### config.mk
export PLATFORM = sky130hd
export DESIGN_NAME = accel_peak_step_detector
export DESIGN_NICKNAME = d
export VERILOG_FILES = /design/src/design/apsd_pkg.sv /design/src/design/apsd_ctrl.sv /design/src/design/apsd_dp.sv /design/src/design/accel_peak_step_detector.sv
export SDC_FILE = /design/constraint.sdc
export NUM_CORES = 2
export LEC_CHECK = 0
export ABC_CLOCK_PERIOD_IN_PS = 23100
export BUFFER_PORTS_ARGS = -buffer_cell sky130_fd_sc_hd__buf_2
export CORE_AREA = 2 2 314 285
export CTS_CLUSTER_SIZE = 14
export DETAILED_ROUTE_END_ITERATION = 7
export DIE_AREA = 0 0 316 287
export HOLD_SLACK_MARGIN = 0.05
export PLACE_DENSITY_LB_ADDON = 0.15
export SLEW_MARGIN = 15
export SYNTH_ARGS = -nofsm -noshare
export SYNTH_HDL_FRONTEND = slang
export SYNTH_HIERARCHICAL = 1
export SYNTH_SLANG_ARGS = --single-unit
### constraint.sdc
create_clock -name clock -period 23.1 [get_ports clock]
set_input_delay 1.155 -clock clock [delete_from_list [all_inputs] [get_ports clock]]
set_output_delay 1.155 -clock clock [all_outputs]
set_load 0.01 [all_outputs]
### src/design/apsd_pkg.sv
package apsd_pkg;

   // input word: one IMU sample
   typedef struct packed {
      logic signed [15:0] accel_x;
      logic signed [15:0] accel_y;
      logic signed [15:0] accel_z;
      logic [15:0]        gyro_magnitude;
      logic [47:0]        timestamp_us;
   } req_word_type;

   // result word: step flag, counts and walking state
   typedef struct packed {
      logic        step_detected;
      logic [31:0] total_steps;
      logic [7:0]  session_steps;
      logic        walking;
   } rsp_word_type;

   // commands from the sequencer to the datapath
   typedef struct packed {
      logic       load;
      logic       sq_step;
      logic [1:0] sq_sel;
      logic       sq_last;
      logic       root_step;
      logic       mul;
      logic       add;
      logic       hp;
      logic       decide;
   } cmd_type;

   // register file
   localparam int CSR_IDX_W  = 3;
   localparam int CSR_DATA_W = 24;

   localparam logic [CSR_IDX_W-1:0] CSR_PEAK_ARM   = 3'd0;
   localparam logic [CSR_IDX_W-1:0] CSR_MIN_PEAK   = 3'd1;
   localparam logic [CSR_IDX_W-1:0] CSR_MIN_GYRO   = 3'd2;
   localparam logic [CSR_IDX_W-1:0] CSR_MIN_IVL    = 3'd3;
   localparam logic [CSR_IDX_W-1:0] CSR_MAX_IVL    = 3'd4;
   localparam logic [CSR_IDX_W-1:0] CSR_IDLE_TO    = 3'd5;
   localparam logic [CSR_IDX_W-1:0] CSR_MIN_WALK   = 3'd6;

   localparam logic [15:0] RST_PEAK_ARM = 16'd410;
   localparam logic [15:0] RST_MIN_PEAK = 16'd614;
   localparam logic [15:0] RST_MIN_GYRO = 16'd160;
   localparam logic [23:0] RST_MIN_IVL  = 24'd250000;
   localparam logic [23:0] RST_MAX_IVL  = 24'd2000000;
   localparam logic [23:0] RST_IDLE_TO  = 24'd3000000;
   localparam logic [7:0]  RST_MIN_WALK = 8'd4;

   // filter constants: alpha about 0.035 in Q.16, 1.0 g in Q8.16
   localparam logic [12:0] ALPHA_Q16 = 13'd2294;
   localparam logic [23:0] ONE_G_Q16 = 24'd65536;
   localparam logic [23:0] AVG_MAX   = 24'hFFFFFF;
   localparam logic [7:0]  SESSION_MAX = 8'hFF;

   // iteration counts
   localparam int SQ_STEPS   = 3;
   localparam int ROOT_STEPS = 20;
   localparam int CNT_W      = 5;

endpackage

### src/design/apsd_ctrl.sv
module apsd_ctrl (
   input  logic              clock,
   input  logic              reset,
   input  logic              req_valid,
   output logic              req_stall,
   output logic              rsp_valid,
   input  logic              rsp_stall,
   output apsd_pkg::cmd_type cmd
);

   localparam logic [2:0] S_IDLE = 3'd0;
   localparam logic [2:0] S_SQ   = 3'd1;
   localparam logic [2:0] S_ROOT = 3'd2;
   localparam logic [2:0] S_MUL  = 3'd3;
   localparam logic [2:0] S_ADD  = 3'd4;
   localparam logic [2:0] S_HP   = 3'd5;
   localparam logic [2:0] S_DEC  = 3'd6;

   logic [2:0]                   state_ff, state_in;
   logic [apsd_pkg::CNT_W-1:0]   cnt_ff, cnt_in;
   logic                         rsp_valid_ff, rsp_valid_in;
   logic                         out_free;
   logic                         accept;

   // the result slot is free when it is empty or when the held word leaves this cycle
   assign out_free  = !rsp_valid_ff || !rsp_stall;
   assign req_stall = (state_ff != S_IDLE);
   assign accept    = req_valid && !req_stall;
   assign rsp_valid = rsp_valid_ff;

   // sequencer
   always_comb begin
      state_in = state_ff;
      cnt_in   = cnt_ff;
      cmd      = '0;
      case (state_ff)
         S_IDLE: begin
            if (accept) begin
               cmd.load = 1'b1;
               state_in = S_SQ;
               cnt_in   = '0;
            end
         end
         S_SQ: begin
            cmd.sq_step = 1'b1;
            cmd.sq_sel  = cnt_ff[1:0];
            if (cnt_ff == apsd_pkg::CNT_W'(apsd_pkg::SQ_STEPS - 1)) begin
               cmd.sq_last = 1'b1;
               state_in    = S_ROOT;
               cnt_in      = '0;
            end else begin
               cnt_in = cnt_ff + 1'b1;
            end
         end
         S_ROOT: begin
            cmd.root_step = 1'b1;
            if (cnt_ff == apsd_pkg::CNT_W'(apsd_pkg::ROOT_STEPS - 1)) begin
               state_in = S_MUL;
               cnt_in   = '0;
            end else begin
               cnt_in = cnt_ff + 1'b1;
            end
         end
         S_MUL: begin
            cmd.mul  = 1'b1;
            state_in = S_ADD;
         end
         S_ADD: begin
            cmd.add  = 1'b1;
            state_in = S_HP;
         end
         S_HP: begin
            cmd.hp   = 1'b1;
            state_in = S_DEC;
         end
         S_DEC: begin
            // commit only when the result register can take the word
            if (out_free) begin
               cmd.decide = 1'b1;
               state_in   = S_IDLE;
            end
         end
         default: begin
            state_in = S_IDLE;
            cnt_in   = '0;
         end
      endcase
   end

   // result valid
   always_comb begin
      if (cmd.decide) begin
         rsp_valid_in = 1'b1;
      end else if (!rsp_stall) begin
         rsp_valid_in = 1'b0;
      end else begin
         rsp_valid_in = rsp_valid_ff;
      end
   end

   always_ff @(posedge clock) begin
      if (reset) begin
         state_ff     <= S_IDLE;
         cnt_ff       <= '0;
         rsp_valid_ff <= 1'b0;
      end else begin
         state_ff     <= state_in;
         cnt_ff       <= cnt_in;
         rsp_valid_ff <= rsp_valid_in;
      end
   end

   a_accept_starts: assert property (@(posedge clock) disable iff (reset)
      accept |=> state_ff == S_SQ)
      else $error("accepted word did not start the square phase");

   a_decide_free: assert property (@(posedge clock) disable iff (reset)
      cmd.decide |-> (!rsp_valid_ff || !rsp_stall))
      else $error("result committed over a held word");

   a_decide_valid: assert property (@(posedge clock) disable iff (reset)
      cmd.decide |=> rsp_valid_ff)
      else $error("committed result not presented");

   a_root_bound: assert property (@(posedge clock) disable iff (reset)
      state_ff == S_ROOT |-> cnt_ff < apsd_pkg::CNT_W'(apsd_pkg::ROOT_STEPS))
      else $error("root iteration count out of range");

endmodule

### src/design/apsd_dp.sv
module apsd_dp (
   input  logic                              clock,
   input  logic                              reset,
   input  apsd_pkg::cmd_type                 cmd,
   input  apsd_pkg::req_word_type            req_word,
   output apsd_pkg::rsp_word_type            rsp_word,
   input  logic                              csr_we,
   input  logic [apsd_pkg::CSR_IDX_W-1:0]    csr_index,
   input  logic [apsd_pkg::CSR_DATA_W-1:0]   csr_wdata
);

   // configuration
   logic [15:0] peak_arm_ff, min_peak_ff, min_gyro_ff;
   logic [23:0] min_ivl_ff, max_ivl_ff, idle_to_ff;
   logic [7:0]  min_walk_ff;

   // captured sample
   apsd_pkg::req_word_type smp_ff;

   // magnitude path
   logic [31:0]        acc_ff, acc_sum;
   logic signed [15:0] sq_op;
   logic signed [31:0] sq_prod;
   logic [39:0]        op_ff, op_in;
   logic [21:0]        rem_ff, rem_in;
   logic [19:0]        root_ff, root_in;
   logic [23:0]        rem_t, trial;

   // average and high-pass
   logic signed [38:0] prod_ff, prod_in, diff_w, rnd_sum;
   logic signed [25:0] diff, new_avg, delta_w, hp_in, hp_ff;
   logic signed [22:0] delta;
   logic [23:0]        avg_ff, avg_in;

   // interval flags
   logic [47:0] el;
   logic        ge_min_ff, le_max_ff, gt_to_ff;

   // detector state
   logic signed [25:0] prev_hp_ff;
   logic        armed_ff, cad_ff, walk_ff;
   logic [47:0] last_ff;
   logic [31:0] total_ff;
   logic [7:0]  sess_ff;

   // decision
   logic        arm_cond, armed_now, cand, step, upd;
   logic        armed_n, cad_n, walk_n;
   logic [47:0] last_n;
   logic [31:0] total_n;
   logic [7:0]  sess_n;

   apsd_pkg::rsp_word_type rsp_ff;

   // configuration writes
   always_ff @(posedge clock) begin
      if (reset) begin
         peak_arm_ff <= apsd_pkg::RST_PEAK_ARM;
         min_peak_ff <= apsd_pkg::RST_MIN_PEAK;
         min_gyro_ff <= apsd_pkg::RST_MIN_GYRO;
         min_ivl_ff  <= apsd_pkg::RST_MIN_IVL;
         max_ivl_ff  <= apsd_pkg::RST_MAX_IVL;
         idle_to_ff  <= apsd_pkg::RST_IDLE_TO;
         min_walk_ff <= apsd_pkg::RST_MIN_WALK;
      end else if (csr_we) begin
         case (csr_index)
            apsd_pkg::CSR_PEAK_ARM: peak_arm_ff <= csr_wdata[15:0];
            apsd_pkg::CSR_MIN_PEAK: min_peak_ff <= csr_wdata[15:0];
            apsd_pkg::CSR_MIN_GYRO: min_gyro_ff <= csr_wdata[15:0];
            apsd_pkg::CSR_MIN_IVL:  min_ivl_ff  <= csr_wdata;
            apsd_pkg::CSR_MAX_IVL:  max_ivl_ff  <= csr_wdata;
            apsd_pkg::CSR_IDLE_TO:  idle_to_ff  <= csr_wdata;
            apsd_pkg::CSR_MIN_WALK: min_walk_ff <= csr_wdata[7:0];
            default: begin
            end
         endcase
      end
   end

   // one shared squarer, one axis per cycle
   always_comb begin
      case (cmd.sq_sel)
         2'd0:    sq_op = smp_ff.accel_x;
         2'd1:    sq_op = smp_ff.accel_y;
         default: sq_op = smp_ff.accel_z;
      endcase
   end
   assign sq_prod = sq_op * sq_op;
   assign acc_sum = acc_ff + 32'(unsigned'(sq_prod));

   // digit-by-digit square root, two radicand bits per step
   assign rem_t = {rem_ff, op_ff[39:38]};
   assign trial = {2'b00, root_ff, 2'b01};
   always_comb begin
      op_in   = op_ff;
      rem_in  = rem_ff;
      root_in = root_ff;
      if (cmd.sq_last) begin
         op_in   = {acc_sum, 8'd0};
         rem_in  = '0;
         root_in = '0;
      end else if (cmd.root_step) begin
         op_in = {op_ff[37:0], 2'b00};
         if (rem_t >= trial) begin
            rem_in  = 22'(rem_t - trial);
            root_in = {root_ff[18:0], 1'b1};
         end else begin
            rem_in  = rem_t[21:0];
            root_in = {root_ff[18:0], 1'b0};
         end
      end
   end

   // average update: alpha * (mag - avg), rounded, floor shift, clamped
   assign diff    = $signed({6'd0, root_ff}) - $signed({2'd0, avg_ff});
   assign diff_w  = 39'(diff);
   assign prod_in = diff_w * $signed({26'd0, apsd_pkg::ALPHA_Q16});
   assign rnd_sum = prod_ff + 39'sd32768;
   assign delta   = rnd_sum[38:16];
   assign delta_w = 26'(delta);
   assign new_avg = $signed({2'd0, avg_ff}) + delta_w;
   always_comb begin
      if (new_avg < 26'sd0) begin
         avg_in = '0;
      end else if (new_avg > $signed({2'd0, apsd_pkg::AVG_MAX})) begin
         avg_in = apsd_pkg::AVG_MAX;
      end else begin
         avg_in = new_avg[23:0];
      end
   end

   // high-pass value and time since last step
   assign hp_in = $signed({6'd0, root_ff}) - $signed({2'd0, avg_ff});
   assign el    = (smp_ff.timestamp_us >= last_ff) ? (smp_ff.timestamp_us - last_ff) : 48'd0;

   // peak detector and cadence logic
   always_comb begin
      arm_cond  = (hp_ff > $signed({6'd0, peak_arm_ff, 4'd0})) && (hp_ff >= prev_hp_ff);
      armed_now = armed_ff || arm_cond;
      cand      = armed_now && (hp_ff < prev_hp_ff)
                  && (prev_hp_ff >= $signed({6'd0, min_peak_ff, 4'd0}))
                  && (smp_ff.gyro_magnitude >= min_gyro_ff);
      step    = 1'b0;
      upd     = 1'b0;
      armed_n = armed_now;
      cad_n   = cad_ff;
      walk_n  = walk_ff;
      last_n  = last_ff;
      total_n = total_ff;
      sess_n  = sess_ff;
      if (cand) begin
         armed_n = 1'b0;
         if (!cad_ff) begin
            cad_n  = 1'b1;
            last_n = smp_ff.timestamp_us;
            upd    = 1'b1;
         end else if (ge_min_ff && le_max_ff) begin
            step = 1'b1;
         end else if (!le_max_ff) begin
            // too long a gap: restart the session
            last_n = smp_ff.timestamp_us;
            upd    = 1'b1;
            sess_n = '0;
            walk_n = 1'b0;
         end
      end
      if (step) begin
         total_n = total_ff + 1'b1;
         if (sess_ff != apsd_pkg::SESSION_MAX) begin
            sess_n = sess_ff + 1'b1;
         end
         last_n = smp_ff.timestamp_us;
         upd    = 1'b1;
         if (sess_n >= min_walk_ff) begin
            walk_n = 1'b1;
         end
      end
      // idle check; a fresh last-step time means zero idle time
      if (last_n == 48'd0) begin
         walk_n = 1'b0;
      end else if (!upd && gt_to_ff) begin
         walk_n  = 1'b0;
         sess_n  = '0;
         total_n = '0;
         cad_n   = 1'b0;
         last_n  = '0;
         armed_n = 1'b0;
      end
   end

   // payload registers of the working path
   always_ff @(posedge clock) begin
      if (cmd.load) begin
         smp_ff <= req_word;
         acc_ff <= '0;
      end else if (cmd.sq_step) begin
         acc_ff <= acc_sum;
      end
      op_ff   <= op_in;
      rem_ff  <= rem_in;
      root_ff <= root_in;
      if (cmd.mul) begin
         prod_ff <= prod_in;
      end
      if (cmd.hp) begin
         hp_ff     <= hp_in;
         ge_min_ff <= (el >= {24'd0, min_ivl_ff});
         le_max_ff <= (el <= {24'd0, max_ivl_ff});
         gt_to_ff  <= (el > {24'd0, idle_to_ff});
      end
      if (cmd.decide) begin
         rsp_ff.step_detected <= step;
         rsp_ff.total_steps   <= total_n;
         rsp_ff.session_steps <= sess_n;
         rsp_ff.walking       <= walk_n;
      end
   end

   // detector state
   always_ff @(posedge clock) begin
      if (reset) begin
         avg_ff     <= apsd_pkg::ONE_G_Q16;
         prev_hp_ff <= '0;
         armed_ff   <= 1'b0;
         cad_ff     <= 1'b0;
         walk_ff    <= 1'b0;
         last_ff    <= '0;
         total_ff   <= '0;
         sess_ff    <= '0;
      end else begin
         if (cmd.add) begin
            avg_ff <= avg_in;
         end
         if (cmd.decide) begin
            prev_hp_ff <= hp_ff;
            armed_ff   <= armed_n;
            cad_ff     <= cad_n;
            walk_ff    <= walk_n;
            last_ff    <= last_n;
            total_ff   <= total_n;
            sess_ff    <= sess_n;
         end
      end
   end

   assign rsp_word = rsp_ff;

endmodule

### src/design/accel_peak_step_detector.sv
// Peak-detection step counter, one IMU sample word in, one result word out.
// The sequence runs from accept to result valid: axis squares on one shared
// multiplier, 20 square-root iterations, then filter multiply, add, high-pass, decide.
// Words do not overlap: a new word is accepted only after the previous one is decided.
// A finished result waits in an output register while the next word is taken;
// a result still held there delays the decide step. Reset (synchronous, active high)
// restores register defaults and the 1.0 g average.
module accel_peak_step_detector (
   input  logic                              clock,
   input  logic                              reset,
   input  logic                              req_valid,
   output logic                              req_stall,
   input  apsd_pkg::req_word_type            req_word,
   output logic                              rsp_valid,
   input  logic                              rsp_stall,
   output apsd_pkg::rsp_word_type            rsp_word,
   input  logic                              csr_we,
   input  logic [apsd_pkg::CSR_IDX_W-1:0]    csr_index,
   input  logic [apsd_pkg::CSR_DATA_W-1:0]   csr_wdata
);

   apsd_pkg::cmd_type cmd;

   // sequencer
   apsd_ctrl u_ctrl (
      .clock     (clock),
      .reset     (reset),
      .req_valid (req_valid),
      .req_stall (req_stall),
      .rsp_valid (rsp_valid),
      .rsp_stall (rsp_stall),
      .cmd       (cmd)
   );

   // arithmetic, detector state and registers
   apsd_dp u_dp (
      .clock     (clock),
      .reset     (reset),
      .cmd       (cmd),
      .req_word  (req_word),
      .rsp_word  (rsp_word),
      .csr_we    (csr_we),
      .csr_index (csr_index),
      .csr_wdata (csr_wdata)
   );

endmodule
# ---- Word level (Yosys, flattened, before mapping)
# Index checks and enable logic that the tools add are counted.
dict set report word_totals {
  register_bits 603
  inputBits 144
}
dict set report op_classes {
  eq_ne 21
  n_bitwise 1
  multipliers 2
  magnitude_cmp 13
  n_reduce_logical 29
  addsub 9
  n_mux 70
}
# op count
set ops {}
lappend ops {{48-bit two-way mux} 8}
lappend ops {{32-bit two-way mux} 3}
lappend ops {{40-bit two-way mux} 2}
lappend ops {{8-bit two-way mux} 9}
lappend ops {{48-bit by 24-bit >= comparator with 1-bit output} 1}
lappend ops {{48-bit >= comparator} 1}
lappend ops {{48-bit by 24-bit greater-than comparator with 1-bit output} 1}
lappend ops {{48-bit by 24-bit <= comparator with 1-bit output} 1}
lappend ops {{48-bit zero test} 1}
lappend ops {{24-bit two-way mux} 2}
lappend ops {{48-bit subtractor} 1}
lappend ops {{39-bit by 17-bit adder with 39-bit output, second input constant} 1}
lappend ops {{25-bit by 12-bit multiplier with 37-bit output, second input constant} 1}
lappend ops {{1-bit two-way mux} 34}
lappend ops {{32-bit by 1-bit adder with 32-bit output, second input constant} 1}
lappend ops {{32-bit adder} 1}
lappend ops {{16-bit by 16-bit multiplier with 32-bit output} 1}
lappend ops {{16-bit case mux with 2 select lines} 1}
lappend ops {{25-bit by 23-bit adder with 26-bit output} 1}
lappend ops {{26-bit by 25-bit greater-than comparator with 1-bit output, second input constant} 1}
lappend ops {{26-bit by 1-bit < comparator with 1-bit output, second input constant} 1}
lappend ops {{25-bit by 21-bit >= comparator with 1-bit output} 1}
lappend ops {{25-bit >= comparator} 1}
lappend ops {{25-bit by 21-bit greater-than comparator with 1-bit output} 1}
lappend ops {{other kinds (33)} 69}

# ---- Logic depth before layout (Yosys ltp)
dict set report depth {
  word_depth 14
  depth_mapped 37
  depth_no_buf 34
}

# ---- By module
# The synthesis kept the hierarchy.
# mod n_inst area_per_inst_um2 seq_area_each_um2 cells_per_inst
set modules_own_cells {}
lappend modules_own_cells {apsd_dp 1 47141.5 13963.4 5103}
lappend modules_own_cells {apsd_ctrl 1 596.8 180.2 76}

# ---- Least setup slack after synthesis
# Ideal clock, no wire load.
dict set report synth_timing {
  path_type {reg-to-reg}
  startpoint {reg u_ctrl.state_ff[0]}
  endpoint {reg u_dp.op_ff[39] (data pin)}
  path_slack_ps 14507
  setup_ps 260
  required_time_ps 22840
  arrival_time_ps 8333
  stages_incl_launch_ff 34
  cell_sequence {dfxtp_1 > clkbuf_1 > nand2_1 > nor2_1 > and2_1 > clkbuf_1 > clkbuf_1 > clkbuf_1 > o21a_1 > clkinv_1 > nand2_1 > inv_1 > fa_1 > inv_1 > fa_1 > fa_1 > fa_1 > inv_1 > fa_1 > inv_1 > fa_1 > inv_1 > ha_1 > a21o_1 > a21o_1 > a21oi_1 > nor3b_1 > a2111oi_0 > nor3_1 > o31ai_1 > a2111o_1 > a31oi_1 > xor2_1 > mux2_2}
}
# item line_no
set synth_lines {}
lappend synth_lines {{from (decl)} apsd_ctrl.sv:19} ;# logic [2:0] state_ff, state_in;
lappend synth_lines {{from (signal assigned)} apsd_ctrl.sv:107} ;# state_ff <= state_in;
lappend synth_lines {{to (signal assigned)} apsd_dp.sv:199} ;# op_ff <= op_in;
lappend synth_lines {{to (decl)} apsd_dp.sv:24} ;# logic [39:0] op_ff, op_in;

==> load_flow_metrics.sql <==
INSERT INTO impl_metrics (metric_group, metric, value, unit) VALUES
('cts', 'ctsHtreeMaxLevel', '3', ''),
('logic_synthesis', 'synth_seq_area_share', '29.6', '%'),
('global_routing', 'initial_antenna_violation_count', '12', ''),
('logic_synthesis', 'ys_types', '92', ''),
('cts', 'tritoncts', 'yes', ''),
('layout', 'area_growth', '9.57', '%'),
('min_path', 'timing.hold.worst.class', 'flip-flop to flip-flop', ''),
('drt', 'ratio_of_routed_vias_to_standard_cells', '5.54', ''),
('worst_setup_path', 'crit_arrival', '10.80', 'ns'),
('drt', 'drt_pass1_iterations', '6', ''),
('worst_setup_path', 'crit_path_top_delay_cell', 'sky130_fd_sc_hd__a2111oi_0', ''),
('sta', 'final_min_period_over_clock_period', '45.2', '%'),
('sta', 'drv_slew', '0', ''),
('die', 'start_util', '54.7', '%'),
('worst_setup_path', 'maximum_fanout_along_the_worst_path', '43', ''),
('cts', 'clk_pin_slew_worst_paths', '0.06', 'ns'),
('drt', 'dr_total_vias', '36200', ''),
('die', 'i_o_pin_cnt', '188', ''),
('cts', 'clock-sinks', '588', ''),
('global_routing', 'first_global_vias', '36100', ''),
('logic_synthesis', 'avgSynthCellArea', '9.22', 'um2'),
('global_routing', 'largest_net_degree_at_the_start_of_global_routing', '140', ''),
('die', 'std_cell_rows', '103', ''),
('worst_setup_path', 'stages_on_worst_setup_path', '31', ''),
('drt', 'detailedRoute.firstIterationViolations', '2673', ''),
('worst_setup_path', 'cp.buffers_inverters', '7', ''),
('die', 'width_of_the_chip', '316', 'um'),
('layout', 'nets', '6344', ''),
('worst_setup_path', 'longest_individual_stage_delay_on_the_worst_path', '0.94', 'ns'),
('layout', 'most-common-layout-cells', '836 x sky130_fd_sc_hd__inv_1, 506 x sky130_fd_sc_hd__ha_1, 448 x sky130_fd_sc_hd__nand2_1, 443 x sky130_fd_sc_hd__nor2_1, 380 x sky130_fd_sc_hd__fa_1', ''),
('cts', 'cts-resized-gates', '0', ''),
('die', 'die_h', '287', 'um'),
('placed_design', 'gpl.final_weighted_congestion', '0.893', ''),
('worst_setup_path', 'worst_setup_path_start_kind', 'flip-flop', ''),
('sta', 'setup-tns-final', '0', 'ns'),
('min_path', 'hold_path_depth', '2', ''),
('layout', 'layout.cells.most_common', 'sky130_fd_sc_hd__inv_1', ''),
('sta', 'setup-violations-final', '0', ''),
('logic_synthesis', 'synth_async_sr_flop_share', '0', '%'),
('logic_synthesis', 'yosys_warnings', '6', ''),
('logic_synthesis', 'netlist_instances', '5179', ''),
('drt', 'detail-route-antenna-nets', '0', ''),
('layout', 'filler_cell_count', '7629', ''),
('outcome', 'status', 'finished, final reports clean', ''),
('cts', 'number_of_cts_inserted_buffers', '69', ''),
('drt', 'detail_route.wl_per_cell', '17.6', 'um'),
('placed_design', 'hpwlAfterDp', '87200', 'um'),
('sta', 'fin_crit', '10.44', 'ns'),
('worst_setup_path', 'critPathKind', 'flip-flop to flip-flop', ''),
('logic_synthesis', 'syn_area', '47700', 'um2'),
('cts', 'clk-insertion-delay-late', '0.65', 'ns'),
('layout', 'drive_above_1_share', '8.14', '%'),
('flow_run', 'drv.max_cap_violation_count', '0', ''),
('sta', 'timing.max_slew.rel_slack', '24.7', '%'),
('die', 'die_area', '90700', 'um2'),
('sta', 'setup_repair_after_global_routing_missed_its_margin', 'false', ''),
('worst_setup_path', 'crit_required', '23.46', 'ns'),
('logic_synthesis', 'synth_enable_flop_cells', '237', ''),
('die', 'core_region_area', '87200', 'um2'),
('logic_synthesis', 'synth_top_flop_cell', 'sky130_fd_sc_hd__dfxtp_1', ''),
('sta', 'max_slew.worst_pin.slew', '1.12', 'ns'),
('placed_design', 'port_buffers', '187', ''),
('worst_setup_path', 'cells_on_worst_reg2reg_path', '31', ''),
('cts', 'ctsHoldBuffers', '0', ''),
('global_routing', 'total_routing_resource_utilization_after_global_routing', '26.0', '%'),
('sta', 'report.final.hold_viol_count', '0', ''),
('cts', 'post_cts_buffers', '0', ''),
('cts', 'cts_buffer_depth', '3', ''),
('logic_synthesis', 'ys_seq_elements', '588', ''),
('drt', 'postRouteWirelength', '115000', 'um'),
('worst_setup_path', 'critical_path.endpoint_type', 'flip-flop', ''),
('drt', 'drc', '0', ''),
('cts', 'clock_tree.root_cell', 'sky130_fd_sc_hd__clkbuf_16', ''),
('worst_setup_path', 'critPathTopFamily', 'adder cells', ''),
('worst_setup_path', 'critPathMostFrequentCell', 'sky130_fd_sc_hd__fa_1', ''),
('sta', 'finClkSkew', '0.0423', 'ns'),
('global_routing', 'grt_first_pass_wirelength', '189000', 'um'),
('global_routing', 'overflow', '0', ''),
('sta', 'maxClockFrequency', '95.8', 'MHz');
==> routing by layer <==
layer,part of all wire (%),wire [um],vias to the layer above,GRT usage (%)
li1,-,-,17700,-
met1,46,53400,17500,36.8
met2,45,52300,883,41.3
met3,6.0,6860,165,4.27
met4,2.3,2620,4,6.90
met5,0.022,25,-,0
==> final timing paths <==
check                                                      start                          endpoint  slack [ns]
worst min-delay path            u_dp/min_walk_ff[1]$_SDFFE_PP0P_  u_dp/min_walk_ff[1]$_SDFFE_PP0P_        0.45
worst max register to register   u_ctrl/state_ff[0]$_SDFFE_PP0P_          u_dp/op_ff[39]$_DFFE_PP_       12.66
worst max-delay path             u_ctrl/state_ff[0]$_SDFFE_PP0P_          u_dp/op_ff[39]$_DFFE_PP_       12.66
worst min register to register  u_dp/min_walk_ff[1]$_SDFFE_PP0P_  u_dp/min_walk_ff[1]$_SDFFE_PP0P_        0.45
==> final cells by class <==
type	instances	area [um2]	share of cell area, %
tap	1155	1450	2.76
inverter	846	3180	6.07
clock buffer	103	2050	3.91
timing repair buffer	232	1290	2.47
multi-input combinational	3577	29900	57.1
antenna	7	17.5	0.0335
sequential	588	14100	27.0
clock inverter	25	325	0.622
==> kinds of logic (layout without fill, tap and decap cells) <==
kind of cell | Yosys count | count (layout) | synth area share [%]
AO/OA/AOI/OAI | 945 | 945 | 12.8
adder cells (fa/ha/maj) | 886 | 886 | 29.2
other | 1 | 9 | 0.00786
AND/OR/NAND/NOR | 1389 | 1389 | 13.5
buffers and inverters | 1015 | 1206 | 8.01
multiplexers | 127 | 127 | 2.74
flip-flops | 588 | 588 | 29.6
XOR/XNOR | 228 | 228 | 4.18
==> worst reg2reg max path, delay by kind of cell, from the launching register on <==
family / cells / cell delay (ns)
buffers and inverters: 7 / 1.80
adders and majority gates: 7 / 3.14
DFF: 1 / 0.51
muxes: 1 / 0.27
AOI/OAI and AO/OA: 8 / 2.82
and+or+nand+nor: 7 / 1.51
xor gates and xnor gates: 1 / 0.15
==> state kept, by name, summed over array words and instances (netlist names), 3 cells and up <==
name              cells
u_dp/smp_ff         112
u_dp/last_ff         48
u_dp/rsp_word        42
u_dp/acc_ff          32
u_dp/op_ff           32
u_dp/total_ff        32
u_dp/hp_ff           25
u_dp/prev_hp_ff      25
u_dp/avg_ff          24
u_dp/idle_to_ff      24
u_dp/max_ivl_ff      24
u_dp/min_ivl_ff      24
u_dp/prod_ff         23
u_dp/rem_ff          22
u_dp/root_ff         20
u_dp/min_gyro_ff     16
u_dp/min_peak_ff     16
u_dp/peak_arm_ff     16
u_dp/min_walk_ff      8
u_dp/sess_ff          8
u_ctrl/cnt_ff         5
u_ctrl/state_ff       3
==> cell usage after synthesis (28+ instances only) <==
cell type | number | share of area [%]
sky130_fd_sc_hd__o21a_1 | 54 | 0.85
sky130_fd_sc_hd__nor2b_1 | 43 | 0.56
sky130_fd_sc_hd__nor3_1 | 66 | 0.69
sky130_fd_sc_hd__a211oi_1 | 40 | 0.63
sky130_fd_sc_hd__fa_1 | 380 | 16
sky130_fd_sc_hd__mux2i_1 | 99 | 2.1
sky130_fd_sc_hd__a21o_1 | 100 | 1.6
sky130_fd_sc_hd__dfxtp_1 | 351 | 15
sky130_fd_sc_hd__nand2b_1 | 30 | 0.39
sky130_fd_sc_hd__nand3_1 | 88 | 0.92
sky130_fd_sc_hd__nor4_1 | 35 | 0.46
sky130_fd_sc_hd__mux2_2 | 28 | 0.66
sky130_fd_sc_hd__o211ai_1 | 42 | 0.66
sky130_fd_sc_hd__nand2_1 | 448 | 3.5
sky130_fd_sc_hd__ha_1 | 506 | 13
sky130_fd_sc_hd__nand4_1 | 57 | 0.75
sky130_fd_sc_hd__and3_1 | 38 | 0.50
sky130_fd_sc_hd__nor2_1 | 448 | 3.5
sky130_fd_sc_hd__xnor2_1 | 131 | 2.4
sky130_fd_sc_hd__inv_1 | 836 | 6.6
sky130_fd_sc_hd__edfxtp_1 | 237 | 15
sky130_fd_sc_hd__xor2_1 | 97 | 1.8
sky130_fd_sc_hd__o21ai_0 | 151 | 1.6
sky130_fd_sc_hd__a21oi_1 | 328 | 3.4
sky130_fd_sc_hd__clkbuf_1 | 148 | 1.2
sky130_fd_sc_hd__or3_1 | 36 | 0.47
sky130_fd_sc_hd__a22o_1 | 50 | 0.92
==> stage by stage <==
| stage | setup slack (ns) | hold slack [ns] | util [%] | cell area (um2) | instances |
|---|---|---|---|---|---|
| after global placement | 13.15 | 0.442 | 57.2 | 49900 | 6398 |
| after floorplan | 14.51 | 0.436 | - | 47700 | 5180 |
| after CTS | 12.88 | 0.454 | 59.9 | 52300 | 6526 |
| after detailed placement | 12.94 | 0.446 | 57.2 | 49900 | 6398 |
| after global routing | 12.12 | 0.468 | 59.9 | 52300 | 6529 |
| final | 12.66 | 0.453 | 60.0 | 52300 | 6533 |
Power is left out: the tool's default activity adds up to more than one toggle a clock period on the data nets, which glitch-free logic cannot reach.
